File: src/hw/rtl/tgad_pkg.sv
`default_nettype none
// ---------------------------------------------------------------------------
// TGA true-colour decoder package
// Shared types, result codes and queue sizing for the decoder blocks.
// ---------------------------------------------------------------------------
package tgad_pkg;

  // Result status codes.
  localparam logic [1:0] StatusPixel    = 2'd0;
  localparam logic [1:0] StatusBadHeader = 2'd1;
  localparam logic [1:0] StatusShort    = 2'd2;

  // Header layout.
  localparam logic [4:0] HdrLastPos  = 5'd17;
  localparam logic [7:0] TypeTrueCol = 8'd2;
  localparam logic [7:0] Depth24     = 8'd24;
  localparam logic [7:0] Depth32     = 8'd32;
  localparam logic [7:0] DescMask    = 8'hC0;
  localparam logic [7:0] OpaqueAlpha = 8'd255;

  // Default depth of the queue between the parser and the pixel stage.
  localparam int unsigned QueueDepthDefault = 4;

  // Operation handed from the parser to the pixel stage.
  typedef enum logic [1:0] {
    OP_HOLD  = 2'd0,
    OP_PIXEL = 2'd1,
    OP_ERROR = 2'd2
  } op_e;

  // One queue entry.
  typedef struct packed {
    op_e         op;
    logic [1:0]  status;
    logic [1:0]  slot;
    logic [7:0]  data;
    logic        deep;
    logic        done;
    logic [15:0] width;
    logic [15:0] height;
  } entry_t;

endpackage
`default_nettype wire

File: src/hw/rtl/tga_truecolor_stream_decoder_unit.sv
`default_nettype none
// A completed result passes through the operation queue, then the output register.
// Throughput: one byte per cycle, set by the parser taking one beat a cycle
// while the queue has room; the queue absorbs result-side stalls until it
// holds QUEUE_DEPTH operations.
// Reset clears the parser state, the queue pointers and the result valid flag.
// ---------------------------------------------------------------------------
// TGA true-colour stream decoder
// Byte-stream decoder for uncompressed 24- and 32-bit TGA images.
// ---------------------------------------------------------------------------
module tga_truecolor_stream_decoder_unit
  import tgad_pkg::*;
#(
  parameter int unsigned QUEUE_DEPTH = QueueDepthDefault
) (
  input  wire logic        clk_i,
  input  wire logic        rst_ni,
  input  wire logic        in_valid_i,
  output logic             in_ready_o,
  input  wire logic [7:0]  data_byte_i,
  input  wire logic        end_of_file_i,
  output logic             out_valid_o,
  input  wire logic        out_ready_i,
  output logic [1:0]       status_o,
  output logic [7:0]       red_o,
  output logic [7:0]       green_o,
  output logic [7:0]       blue_o,
  output logic [7:0]       alpha_o,
  output logic             done_res_o,
  output logic [15:0]      image_width_o,
  output logic [15:0]      image_height_o
);

  logic   accept;
  logic   push;
  entry_t push_entry;
  logic   not_full;
  logic   head_valid;
  entry_t head;
  logic   pop;

  assign in_ready_o = not_full;
  assign accept     = in_valid_i && not_full;

  // Header and pixel byte parser.
  tgad_front u_front (
    .clk_i         (clk_i),
    .rst_ni        (rst_ni),
    .accept_i      (accept),
    .data_byte_i   (data_byte_i),
    .end_of_file_i (end_of_file_i),
    .push_o        (push),
    .entry_o       (push_entry)
  );

  // Operation queue.
  tgad_queue #(
    .QUEUE_DEPTH (QUEUE_DEPTH)
  ) u_queue (
    .clk_i        (clk_i),
    .rst_ni       (rst_ni),
    .push_i       (push),
    .push_entry_i (push_entry),
    .not_full_o   (not_full),
    .head_valid_o (head_valid),
    .head_o       (head),
    .pop_i        (pop)
  );

  // Pixel assembly and result register.
  tgad_back u_back (
    .clk_i          (clk_i),
    .rst_ni         (rst_ni),
    .head_valid_i   (head_valid),
    .head_i         (head),
    .pop_o          (pop),
    .out_valid_o    (out_valid_o),
    .out_ready_i    (out_ready_i),
    .status_o       (status_o),
    .red_o          (red_o),
    .green_o        (green_o),
    .blue_o         (blue_o),
    .alpha_o        (alpha_o),
    .done_res_o     (done_res_o),
    .image_width_o  (image_width_o),
    .image_height_o (image_height_o)
  );

endmodule
`default_nettype wire

File: src/hw/rtl/tgad_front.sv
`default_nettype none
// ---------------------------------------------------------------------------
// TGA decoder parser
// Walks the header, ID field and pixels; each pixel byte or fault becomes an
// operation for the pixel stage: hold a component, emit a pixel or an error.
// ---------------------------------------------------------------------------
module tgad_front
  import tgad_pkg::*;
(
  input  wire logic   clk_i,
  input  wire logic   rst_ni,
  input  wire logic   accept_i,
  input  wire logic [7:0] data_byte_i,
  input  wire logic   end_of_file_i,
  output logic        push_o,
  output entry_t      entry_o
);

  typedef enum logic [3:0] {
    PH_HEADER = 4'b0001,
    PH_SKIP   = 4'b0010,
    PH_PIXELS = 4'b0100,
    PH_DRAIN  = 4'b1000
  } phase_e;

  phase_e      phase_q, phase_d;
  logic [4:0]  pos_q, pos_d;
  logic [7:0]  id_len_q, id_len_d;
  logic        cmap_ok_q, cmap_ok_d;
  logic        type_ok_q, type_ok_d;
  logic [15:0] width_q, width_d;
  logic [15:0] height_q, height_d;
  logic        depth_ok_q, depth_ok_d;
  logic        deep_q, deep_d;
  logic [7:0]  skip_q, skip_d;
  logic [31:0] pix_rem_q, pix_rem_d;
  logic [1:0]  bip_q, bip_d;

  logic        hdr_valid;
  logic [1:0]  last_slot;

  assign last_slot = deep_q ? 2'd3 : 2'd2;
  assign hdr_valid = type_ok_q && cmap_ok_q && depth_ok_q && (width_q != '0)
                     && (height_q != '0) && ((data_byte_i & DescMask) == '0);

  // Next-state and operation decode for one accepted beat.
  always_comb begin
    phase_d    = phase_q;
    pos_d      = pos_q;
    id_len_d   = id_len_q;
    cmap_ok_d  = cmap_ok_q;
    type_ok_d  = type_ok_q;
    width_d    = width_q;
    height_d   = height_q;
    depth_ok_d = depth_ok_q;
    deep_d     = deep_q;
    skip_d     = skip_q;
    pix_rem_d  = pix_rem_q;
    bip_d      = bip_q;
    push_o     = 1'b0;
    entry_o    = '{op: OP_ERROR, status: StatusShort, slot: bip_q, data: data_byte_i,
                   deep: deep_q, done: 1'b1, width: '0, height: '0};
    if (accept_i) begin
      case (phase_q)
        PH_HEADER: begin
          case (pos_q)
            5'd0:  id_len_d = data_byte_i;
            5'd1:  cmap_ok_d = (data_byte_i == '0);
            5'd2:  type_ok_d = (data_byte_i == TypeTrueCol);
            5'd12: width_d[7:0] = data_byte_i;
            5'd13: width_d[15:8] = data_byte_i;
            5'd14: height_d[7:0] = data_byte_i;
            5'd15: height_d[15:8] = data_byte_i;
            5'd16: begin
              depth_ok_d = (data_byte_i == Depth24) || (data_byte_i == Depth32);
              deep_d     = (data_byte_i == Depth32);
            end
            default: ;
          endcase
          if (pos_q != HdrLastPos) begin
            pos_d = pos_q + 5'd1;
            if (end_of_file_i) begin
              pos_d  = '0;
              bip_d  = '0;
              push_o = 1'b1;
            end
          end else begin
            pos_d = '0;
            bip_d = '0;
            if (!hdr_valid) begin
              push_o         = 1'b1;
              entry_o.status = StatusBadHeader;
              phase_d        = end_of_file_i ? PH_HEADER : PH_DRAIN;
            end else if (end_of_file_i) begin
              push_o = 1'b1;
            end else begin
              pix_rem_d = 32'(width_q) * 32'(height_q);
              skip_d    = id_len_q;
              phase_d   = (id_len_q != '0) ? PH_SKIP : PH_PIXELS;
            end
          end
        end
        PH_SKIP: begin
          if (end_of_file_i) begin
            push_o  = 1'b1;
            phase_d = PH_HEADER;
            pos_d   = '0;
            bip_d   = '0;
          end else begin
            skip_d = skip_q - 8'd1;
            if (skip_q == 8'd1) begin
              phase_d = PH_PIXELS;
              bip_d   = '0;
            end
          end
        end
        PH_PIXELS: begin
          push_o = 1'b1;
          if (bip_q != last_slot) begin
            bip_d      = bip_q + 2'd1;
            entry_o.op = OP_HOLD;
            if (end_of_file_i) begin
              entry_o.op = OP_ERROR;
              phase_d    = PH_HEADER;
              pos_d      = '0;
              bip_d      = '0;
            end
          end else begin
            bip_d     = '0;
            pix_rem_d = pix_rem_q - 32'd1;
            if (pix_rem_q == 32'd1) begin
              entry_o.op     = OP_PIXEL;
              entry_o.status = StatusPixel;
              entry_o.width  = width_q;
              entry_o.height = height_q;
              phase_d        = end_of_file_i ? PH_HEADER : PH_DRAIN;
              pos_d          = '0;
            end else if (end_of_file_i) begin
              phase_d = PH_HEADER;
              pos_d   = '0;
            end else begin
              entry_o.op     = OP_PIXEL;
              entry_o.status = StatusPixel;
              entry_o.done   = 1'b0;
            end
          end
        end
        PH_DRAIN: begin
          if (end_of_file_i) begin
            phase_d = PH_HEADER;
          end
        end
        default: begin
          phase_d = PH_HEADER;
        end
      endcase
    end
  end

  // Parser state registers.
  always_ff @(posedge clk_i or negedge rst_ni) begin
    if (!rst_ni) begin
      phase_q    <= PH_HEADER;
      pos_q      <= '0;
      id_len_q   <= '0;
      cmap_ok_q  <= 1'b1;
      type_ok_q  <= 1'b0;
      width_q    <= '0;
      height_q   <= '0;
      depth_ok_q <= 1'b0;
      deep_q     <= 1'b0;
      skip_q     <= '0;
      pix_rem_q  <= '0;
      bip_q      <= '0;
    end else begin
      phase_q    <= phase_d;
      pos_q      <= pos_d;
      id_len_q   <= id_len_d;
      cmap_ok_q  <= cmap_ok_d;
      type_ok_q  <= type_ok_d;
      width_q    <= width_d;
      height_q   <= height_d;
      depth_ok_q <= depth_ok_d;
      deep_q     <= deep_d;
      skip_q     <= skip_d;
      pix_rem_q  <= pix_rem_d;
      bip_q      <= bip_d;
    end
  end

endmodule
`default_nettype wire

File: src/hw/rtl/tgad_queue.sv
`default_nettype none
// ---------------------------------------------------------------------------
// TGA decoder operation queue
// Small first-in first-out buffer between the parser and the pixel stage.
// ---------------------------------------------------------------------------
module tgad_queue
  import tgad_pkg::*;
#(
  parameter int unsigned QUEUE_DEPTH = QueueDepthDefault
) (
  input  wire logic clk_i,
  input  wire logic rst_ni,
  input  wire logic push_i,
  input  entry_t    push_entry_i,
  output logic      not_full_o,
  output logic      head_valid_o,
  output entry_t    head_o,
  input  wire logic pop_i
);

  localparam int unsigned PtrW = (QUEUE_DEPTH > 1) ? $clog2(QUEUE_DEPTH) : 1;
  localparam int unsigned CntW = $clog2(QUEUE_DEPTH + 1);
  localparam logic [PtrW-1:0] LastPtr = PtrW'(QUEUE_DEPTH - 1);
  localparam logic [CntW-1:0] FullCnt = CntW'(QUEUE_DEPTH);

  entry_t          mem_q [QUEUE_DEPTH];
  logic [PtrW-1:0] wr_ptr_q, wr_ptr_d;
  logic [PtrW-1:0] rd_ptr_q, rd_ptr_d;
  logic [CntW-1:0] count_q, count_d;
  logic            do_push, do_pop;

  assign not_full_o   = (count_q != FullCnt);
  assign head_valid_o = (count_q != '0);
  assign head_o       = mem_q[rd_ptr_q];
  assign do_push      = push_i && not_full_o;
  assign do_pop       = pop_i && head_valid_o;

  // Pointer and occupancy update.
  always_comb begin
    wr_ptr_d = wr_ptr_q;
    rd_ptr_d = rd_ptr_q;
    count_d  = count_q;
    if (do_push) begin
      wr_ptr_d = (wr_ptr_q == LastPtr) ? '0 : wr_ptr_q + PtrW'(1);
    end
    if (do_pop) begin
      rd_ptr_d = (rd_ptr_q == LastPtr) ? '0 : rd_ptr_q + PtrW'(1);
    end
    if (do_push && !do_pop) begin
      count_d = count_q + CntW'(1);
    end else if (do_pop && !do_push) begin
      count_d = count_q - CntW'(1);
    end
  end

  always_ff @(posedge clk_i or negedge rst_ni) begin
    if (!rst_ni) begin
      wr_ptr_q <= '0;
      rd_ptr_q <= '0;
      count_q  <= '0;
    end else begin
      wr_ptr_q <= wr_ptr_d;
      rd_ptr_q <= rd_ptr_d;
      count_q  <= count_d;
    end
  end

  // Entry storage.
  always_ff @(posedge clk_i) begin
    if (do_push) begin
      mem_q[wr_ptr_q] <= push_entry_i;
    end
  end

endmodule
`default_nettype wire

File: src/hw/rtl/tgad_back.sv
`default_nettype none
// ---------------------------------------------------------------------------
// TGA decoder pixel stage
// Collects held colour components and builds RGBA or error results in an
// output register that parts the queue from the result channel.
// ---------------------------------------------------------------------------
module tgad_back
  import tgad_pkg::*;
(
  input  wire logic   clk_i,
  input  wire logic   rst_ni,
  input  wire logic   head_valid_i,
  input  entry_t      head_i,
  output logic        pop_o,
  output logic        out_valid_o,
  input  wire logic   out_ready_i,
  output logic [1:0]  status_o,
  output logic [7:0]  red_o,
  output logic [7:0]  green_o,
  output logic [7:0]  blue_o,
  output logic [7:0]  alpha_o,
  output logic        done_res_o,
  output logic [15:0] image_width_o,
  output logic [15:0] image_height_o
);

  logic [23:0] held_q;
  logic        out_valid_q;
  logic [1:0]  status_q;
  logic [7:0]  red_q, green_q, blue_q, alpha_q;
  logic        done_q;
  logic [15:0] width_q, height_q;
  logic        load_out;
  logic        is_hold;

  assign is_hold  = (head_i.op == OP_HOLD);
  assign pop_o    = head_valid_i && (is_hold || !out_valid_q || out_ready_i);
  assign load_out = pop_o && !is_hold;

  // Result valid flag.
  always_ff @(posedge clk_i or negedge rst_ni) begin
    if (!rst_ni) begin
      out_valid_q <= 1'b0;
    end else if (load_out) begin
      out_valid_q <= 1'b1;
    end else if (out_ready_i) begin
      out_valid_q <= 1'b0;
    end
  end

  // Component store and result payload.
  always_ff @(posedge clk_i) begin
    if (pop_o) begin
      case (head_i.op)
        OP_HOLD: begin
          held_q[8*head_i.slot +: 8] <= head_i.data;
        end
        OP_PIXEL: begin
          status_q <= StatusPixel;
          red_q    <= head_i.deep ? held_q[23:16] : head_i.data;
          green_q  <= held_q[15:8];
          blue_q   <= held_q[7:0];
          alpha_q  <= head_i.deep ? head_i.data : OpaqueAlpha;
          done_q   <= head_i.done;
          width_q  <= head_i.width;
          height_q <= head_i.height;
        end
        default: begin
          status_q <= head_i.status;
          red_q    <= '0;
          green_q  <= '0;
          blue_q   <= '0;
          alpha_q  <= '0;
          done_q   <= 1'b1;
          width_q  <= '0;
          height_q <= '0;
        end
      endcase
    end
  end

  assign out_valid_o    = out_valid_q;
  assign status_o       = status_q;
  assign red_o          = red_q;
  assign green_o        = green_q;
  assign blue_o         = blue_q;
  assign alpha_o        = alpha_q;
  assign done_res_o     = done_q;
  assign image_width_o  = width_q;
  assign image_height_o = height_q;

endmodule
`default_nettype wire

File: config.mk
export PLATFORM = sky130hd
export DESIGN_NAME = tga_truecolor_stream_decoder_unit
export DESIGN_NICKNAME = d
export VERILOG_FILES = /design/src/hw/rtl/tgad_pkg.sv /design/src/hw/rtl/tga_truecolor_stream_decoder_unit.sv /design/src/hw/rtl/tgad_front.sv /design/src/hw/rtl/tgad_queue.sv /design/src/hw/rtl/tgad_back.sv
export SDC_FILE = /design/constraint.sdc
export NUM_CORES = 1
export LEC_CHECK = 0
export BUFFER_PORTS_ARGS = -buffer_cell sky130_fd_sc_hd__buf_2
export CAP_MARGIN = 10
export CORE_AREA = 2 2 227 229
export DETAILED_ROUTE_END_ITERATION = 8
export DIE_AREA = 0 0 229 231
export PLACE_DENSITY_LB_ADDON = 0.15
export SETUP_SLACK_MARGIN = 0.4
export SYNTH_ARGS = -nofsm -noshare
export SYNTH_HDL_FRONTEND = slang
export SYNTH_HIERARCHICAL = 1
export SYNTH_SLANG_ARGS = --single-unit
File: constraint.sdc
create_clock -name clk_i -period 5.59 [get_ports clk_i]
set_input_delay 0.559 -clock clk_i [delete_from_list [all_inputs] [get_ports clk_i]]
set_output_delay 0.559 -clock clk_i [all_outputs]
set_load 0.005 [all_outputs]
==> After elaboration in Yosys (flattened, before gate mapping) <==
Memories as Yosys holds them, arrays and structs flattened.
Index checks and enable logic that the tools add are counted.
{ "op_classes": {"n_eq_ne": 30, "mul": 1, "shifts": 2, "n_bitwise": 1, "reduce_logical": 47, "mux": 74, "addsub": 9} }
{ "op_table": {"columns": ["operator", "n"], "rows": [
  ["$mux W32", 5],
  ["$mux W33", 3],
  ["$pmux W8 S2", 5],
  ["$pmux W16 S2", 2],
  ["$pmux W32 S2", 1],
  ["$mux W4", 12],
  ["$mux W8", 6],
  ["$neg A5 Y34", 1],
  ["$shift A8 B34 Y24 const A", 1],
  ["$shiftx A8 B34 Y24", 1],
  ["$eq A32 B1 Y1 const B", 1],
  ["$mul A16 B16 Y32", 1],
  ["$reduce_bool A16 Y1", 2],
  ["$sub A32 B1 Y32 const B", 1],
  ["$mux W2", 14],
  ["$mux W5", 5],
  ["$bwmux W24", 1],
  ["$reduce_and A3 Y1", 8],
  ["$eq A5 B4 Y1 const B", 4],
  ["$logic_not A8 Y1", 2],
  ["$pmux W4 S4", 1],
  ["$pmux W5 S3", 1],
  ["$logic_and A1 B1 Y1", 12],
  ["$reduce_and A6 Y1", 2],
  ["40 further kinds", 72]
]} }
{ "totals": {"word_cells": 192, "memories": 1, "ff_bits": 194, "input_bits": 13, "output_inout_bits": 69, "mem_bits_rw": 192} }
{ "memory_table": {"columns": ["memory", "depth", "width", "rd", "rd_ports_with_merged_regs", "write_ports", "line_no", "text"], "rows": [
  ["u_queue.mem_q", 4, 48, 1, 0, 1, "tgad_queue.sv:26", "entry_t mem_q [QUEUE_DEPTH];"]
]} }

==> Logic depth before layout (Yosys ltp) <==
{ "logic_depth": {"word_depth": 14, "ltp_mapped": 24, "ltp_nobuf": 22} }

==> Cells and area by module <==
The synthesis kept the hierarchy.
{ "modules_own_cells": {"columns": ["module", "area_each_um2", "cells_each", "seq_area_each_um2", "n_inst"], "rows": [
  ["tgad_front", 13923.4, 1592, 2379.8, 1],
  ["tgad_queue", 7344.5, 287, 5940.7, 1],
  ["tgad_back", 3679.8, 228, 2757.6, 1],
  ["tga_truecolor_stream_decoder_unit", 6.3, 1, 0.0, 1]
]} }

==> Worst setup path after synthesis <==
No wires, ideal clock.
{ "synth_path": {"kind": "reg-to-reg", "from": "register u_front.width_q[4]", "to": "register u_front.pix_rem_q[31]", "required_ns": 5.465, "path_stages_with_launch": 23, "synth_period_minus_slack_ns": 6.162, "setup_slack_ns": -0.572, "n_path_buf": 2, "t_arrival_ns": 6.038, "setup_ns": 0.125, "cell_sequence": "dfrtp_1 > clkbuf_1 > clkbuf_1 > and2_1 > fa_1 > inv_1 > fa_1 > fa_1 > inv_1 > ha_1 > fa_1 > inv_1 > fa_1 > inv_1 > ha_1 > a2111oi_0 > o21ai_0 > a31oi_1 > o21bai_1 > a31o_2 > a221oi_1 > mux2i_1 > nand2_1"} }
{ "synth_between": {"elab_chain_cells": 6, "word_cells_on_any_way": 11, "cone_classes": "1 x mul; 1 x eq/ne; 4 x mux; 5 x reduce/logical"} }
{ "synth_rtl": {"columns": ["item", "line_no", "text"], "rows": [
  ["start, declared", "tgad_front.sv:31", "logic [15:0] width_q, width_d;"],
  ["start signal, assigned", "tgad_front.sv:181", "width_q <= width_d;"],
  ["parallel branches: the longest is 6 deep, another holds $mul A16 B16 Y32", null, null],
  ["end signal, assigned", "tgad_front.sv:186", "pix_rem_q <= pix_rem_d;"],
  ["end, declared", "tgad_front.sv:36", "logic [31:0] pix_rem_q, pix_rem_d;"]
]} }
Several ways; the timed one is not identified. The select of a mux whose other input is x is not followed.
A chain may end at the register's enable or synchronous reset.

==> Final worst setup path <==
{ "layout_path": {"from": "register u_front.height_q[6]", "to": "register u_front.pix_rem_q[21]"} }
{ "layout_between": {"elab_chain_cells": 5, "word_cells_on_any_way": 10, "cone_classes": "1 x mul; 1 x eq/ne; 4 x mux; 4 x reduce/logical"} }
{ "layout_rtl": {"columns": ["item", "line_no", "text"], "rows": [
  ["start, declared", "tgad_front.sv:32", "logic [15:0] height_q, height_d;"],
  ["start signal, assigned", "tgad_front.sv:182", "height_q <= height_d;"],
  ["$mul A16 B16 Y32 / $reduce_bool A16 Y1 (equally long branches)", "tgad_front.sv:97, tgad_front.sv:44", null],
  ["$mux W32 / $logic_and A1 B1 Y1 (equally long branches)", "tgad_front.sv:94, tgad_front.sv:44", null],
  ["$mux W32 / $logic_and A1 B1 Y1 (equally long branches)", "tgad_front.sv:90, tgad_front.sv:44", null],
  ["$mux W32 / $ne A2 B1 Y1 (equally long branches)", null, null],
  ["$pmux W32 S2 / $reduce_and A6 Y1 (equally long branches)", null, null]
]} }
Several ways; a longest one is shown, not always the timed one. The select of a mux whose other input is x is not followed.

==> run_results.csv <==
group,metric,value,unit
routing,ant_nets,0,
finish,syn_to_final_growth,16.00,%
setup_path,cp_num_cells,24,
die,die_w,229,um
timing,fin_ws,-0.1107,ns
setup_path,critical_path.top_delay_family,"adder cells",
routing,drc,0,
die,dieArea,52900,um2
yosys,avgSynthCellArea,11.84,um2
setup_path,path_class,"reg2reg",
setup_path,crit_top_cell,"fa_1",
global_route,antenna_found_initial,1,
setup_path,critical_path_required,6.01,ns
finish,nets,2625,
yosys,synth_cell_types,85,
yosys,synth-seq-cells,386,
routing,drt_iter0_markers,937,
finish,fill_cells,4310,
timing,period_minus_slack,5.701,ns
timing,setup_viol,10,
timing,worst_pin_slew,0.9671,ns
clock_tree,cts_tree,"done",
setup_path,critPathLaunchType,"register",
timing,setup-tns-final,-0.4563,ns
power,finalPower,8.465,mW
yosys,yosysTopAreaCell,"edfxtp_1",
yosys,yosys_warnings,6,
routing,firstDrtPassIters,6,
power,power.leakage,12.50,nW
power,power-per-cell-area,292.4,nW/um2
power,vdd_ir_drop_max,0.0002493,V
placed_design,placedInstanceArea,27110,um2
timing,fin_skew,0.02593,ns
die,core,50680,um2
finish,final_cell_area,28950,um2
finish,antenna_cells,0,
setup_path,slowest_stage,"fa_2",
routing,routed_wl,57540,um
clock_tree,clk_pin_slew,0.06,ns
yosys,synth.cell_area,24950,um2
clock_tree,cts-root-buf,"clkbuf_16",
setup_path,crit_path_max_fanout,6,
yosys,synth_top_area_share,34.06,%
die,row_count,83,
setup_path,reg2reg_to,"u_front/pix_rem_q[21]$_DFFE_PN0P_",
routing,dr_total_vias,16350,
timing,drv_slew,0,
setup_path,r2r_cells,24,
setup_path,max_stage_delay,0.53,ns
setup_path,ff2ff_setup_slack,-0.11,ns
clock_tree,insertion_delay,0.54,ns
flow_run,cap_violations,0,
placed_design,place_ws,-0.3268,ns
global_route,groute.usage.overall,22.46,%
placed_design,portBuffers,81,
die,boundaryPins,82,
placed_design,dp_hpwl,40710,um
setup_path,critical_path_buf_inv_count,9,
routing,routed_via_density,5.443,
worst_hold_path,min_path_type,"in2async",
clock_tree,htree_levels,2,
setup_path,crit_arrival,6.12,ns
timing,fmax,0.1754,GHz
yosys,synthArstFlopShare,26.68,%
setup_path,crit_end,"u_front/pix_rem_q[21]$_DFFE_PN0P_",
die,initial_core_util,49.24,%
finish,drive_gt1_share,25.18,%
timing,hold_viol,0,
clock_tree,cts_made_buffers,39,
die,die_h,231,um
timing,period_share,102.0,%
yosys,ys_seq_area_share,44.39,%
yosys,synth_area_leaders,"edfxtp_1 (34%), fa_1 (16%), dfrtp_1 (10%)",
setup_path,cp_cell_sequence,"buf_6 -> buf_6 -> and2_4 -> fa_1 -> inv_2 -> fa_2 -> inv_2 -> fa_1 -> fa_1 -> fa_1 -> inv_1 -> fa_1 -> inv_2 -> ha_4 -> and3_4 -> nand2_4 -> buf_6 -> o21bai_4 -> buf_4 -> buf_6 -> a31oi_2 -> xnor2_1 -> a22oi_1 -> o21ai_1",
setup_path,crit_start,"u_front/height_q[6]$_DFFE_PN0P_",
yosys,syn_nets,2439,
setup_path,r2r-start,"u_front/height_q[6]$_DFFE_PN0P_",
timing,rsz0062_at_grt,"true",
yosys,synth_edf_count,283,
global_route,grt_pass1_vias,17100,
routing,wl_per_cell,19.16,um
yosys,synth_cells,2108,
yosys,ys.flop_type,"edfxtp_1",
global_route,gr-total-overflow,0,
setup_path,crit_path_end_kind,"register",
timing,slew_headroom,35.53,%
status,outcome,"finished with violations",
clock_tree,clock-sinks,386,
global_route,grt_max_degree,66,
clock_tree,clock_path_buffers,3,
global_route,grt_pass1_wl,93120,um
status,violations,"negative setup slack",
placed_design,gp_congestion,0.8333,
## layer usage
metal / vias to the layer above / routed length (um) / global-route usage, %
li1: 7515 / - / -
met1: 8323 / 24430 / 30.16
met2: 425 / 28080 / 37.92
met3: 82 / 3500 / 3.668
met4: 0 / 1531 / 6.351
met5: - / 0 / 0
## registers in the layout, summed over array words and instances (netlist names), 8 cells and up
signal                 cells
u_back/green_o             8
u_back/blue_o              8
u_back/image_height_o     16
u_front/height_q          16
u_front/pix_rem_q         32
u_front/width_q           16
u_back/alpha_o             8
u_back/red_o               8
u_back/image_width_o      16
u_queue/mem_q            192
u_back/held_q             24
u_front/id_len_q           8
u_front/skip_q             8
## final cells by class
cell class | count | area [um2] | area share, %
Timing Repair Buffer | 261 | 1894 | 6.544
Tap cell | 680 | 850.8 | 2.939
Inverter | 258 | 968.4 | 3.346
Clock buffer | 43 | 991.0 | 3.423
Clock inverter | 27 | 224.0 | 0.7737
Multi-Input combinational cell | 1348 | 12900 | 44.58
Sequential cell | 386 | 11110 | 38.39
## metrics by stage
stage	utilization [%]	hold WS, ns	instances
after floorplan	-	0.2634	2108
after global placement	53.50	0.4668	2901
after detailed placement	53.50	0.4663	2901
after CTS	56.70	0.1715	2991
after global routing	57.12	0.2053	3003
final	57.12	0.1334	3003
## where the power goes
part           leakage (nW)  switching [mW]  internal [mW]
sequential             3.91           0.221           3.68
combinational          8.00            1.12          0.928
clock                 0.593            1.09           1.42
total                  12.5            2.43           6.04
## timing repair
action                     in CTS  in global routing
buffers inserted               20                 12
resized for setup              83                 40
pin swaps                      61                 27
gates cloned                    0                  0
hold buffers                    0                  0
setup endpoints to repair      22                 22
## Yosys cell counts (5+ instances only)
library cell  instances
a211oi_1              6
a21o_1               16
a21oi_1              81
a22oi_1               8
a31oi_1              10
and2_1              210
and2_2               16
and3_1               15
buf_2                13
buf_4                12
clkbuf_1             80
dfrtp_1             101
edfxtp_1            283
fa_1                195
ha_1                123
inv_1               258
mux2_2               46
mux2i_1               9
mux4_2               48
nand2_1             205
nand2b_1             10
nand3_1              18
nand4_1              12
nor2_1               66
nor3_1               32
nor4_1               18
o21ai_0              62
o21ai_1               8
o221ai_1              5
o22ai_1               8
or3_1                 5
or4_1                 5
xnor2_1              14
xor2_1               16
## how the worst min path moves through the flow
stage	slack [ns]	startpoint	to	depth (start not counted)
2_1_floorplan	0.26	rst_ni	u_back/out_valid_o$_DFFE_PN0P_	0
6_report	0.13	rst_ni	u_queue/count_q[1]$_DFFE_PN0P_	1
4_1_cts	0.17	rst_ni	u_queue/count_q[1]$_DFFE_PN0P_	1
3_5_place_dp	0.47	u_front/type_ok_q$_DFFE_PN0P_	u_front/type_ok_q$_DFFE_PN0P_	1
3_3_place_gp	0.47	u_front/type_ok_q$_DFFE_PN0P_	u_front/type_ok_q$_DFFE_PN0P_	1
5_1_grt	0.21	rst_ni	u_queue/count_q[1]$_DFFE_PN0P_	1
## logic make-up (layout without fill, tap and decap cells)
family	Yosys count	in the layout	synth area share (%)
buf+inv	374	589	6.022
simple gates	648	648	13.81
mux	105	105	6.889
flops	386	386	44.39
xor+xnor	30	30	1.053
fa+ha+maj	318	318	21.81
compound gates	247	247	6.017
## placed cells by master (no fill, tap or decap), types with 15 or more instances in the layout
| master | Yosys | layout |
|---|---|---|
| a21o_1 | 16 | 15 |
| a21oi_1 | 81 | 68 |
| and2_1 | 210 | 188 |
| and2_2 | 16 | 16 |
| and2_4 | 1 | 23 |
| buf_2 | 13 | 84 |
| buf_4 | 12 | 155 |
| clkbuf_16 | 0 | 39 |
| dfrtp_1 | 101 | 75 |
| dfrtp_2 | 0 | 25 |
| edfxtp_1 | 283 | 283 |
| fa_1 | 195 | 188 |
| ha_1 | 123 | 108 |
| inv_1 | 258 | 243 |
| inv_2 | 0 | 15 |
| mux2_2 | 46 | 46 |
| mux4_2 | 48 | 48 |
| nand2_1 | 205 | 203 |
| nand3_1 | 18 | 18 |
| nor2_1 | 66 | 65 |
| nor3_1 | 32 | 30 |
| nor4_1 | 18 | 18 |
| o21ai_0 | 62 | 43 |
| o21ai_1 | 8 | 19 |
| xor2_1 | 16 | 15 |
(Power assumes the default switching activity.)
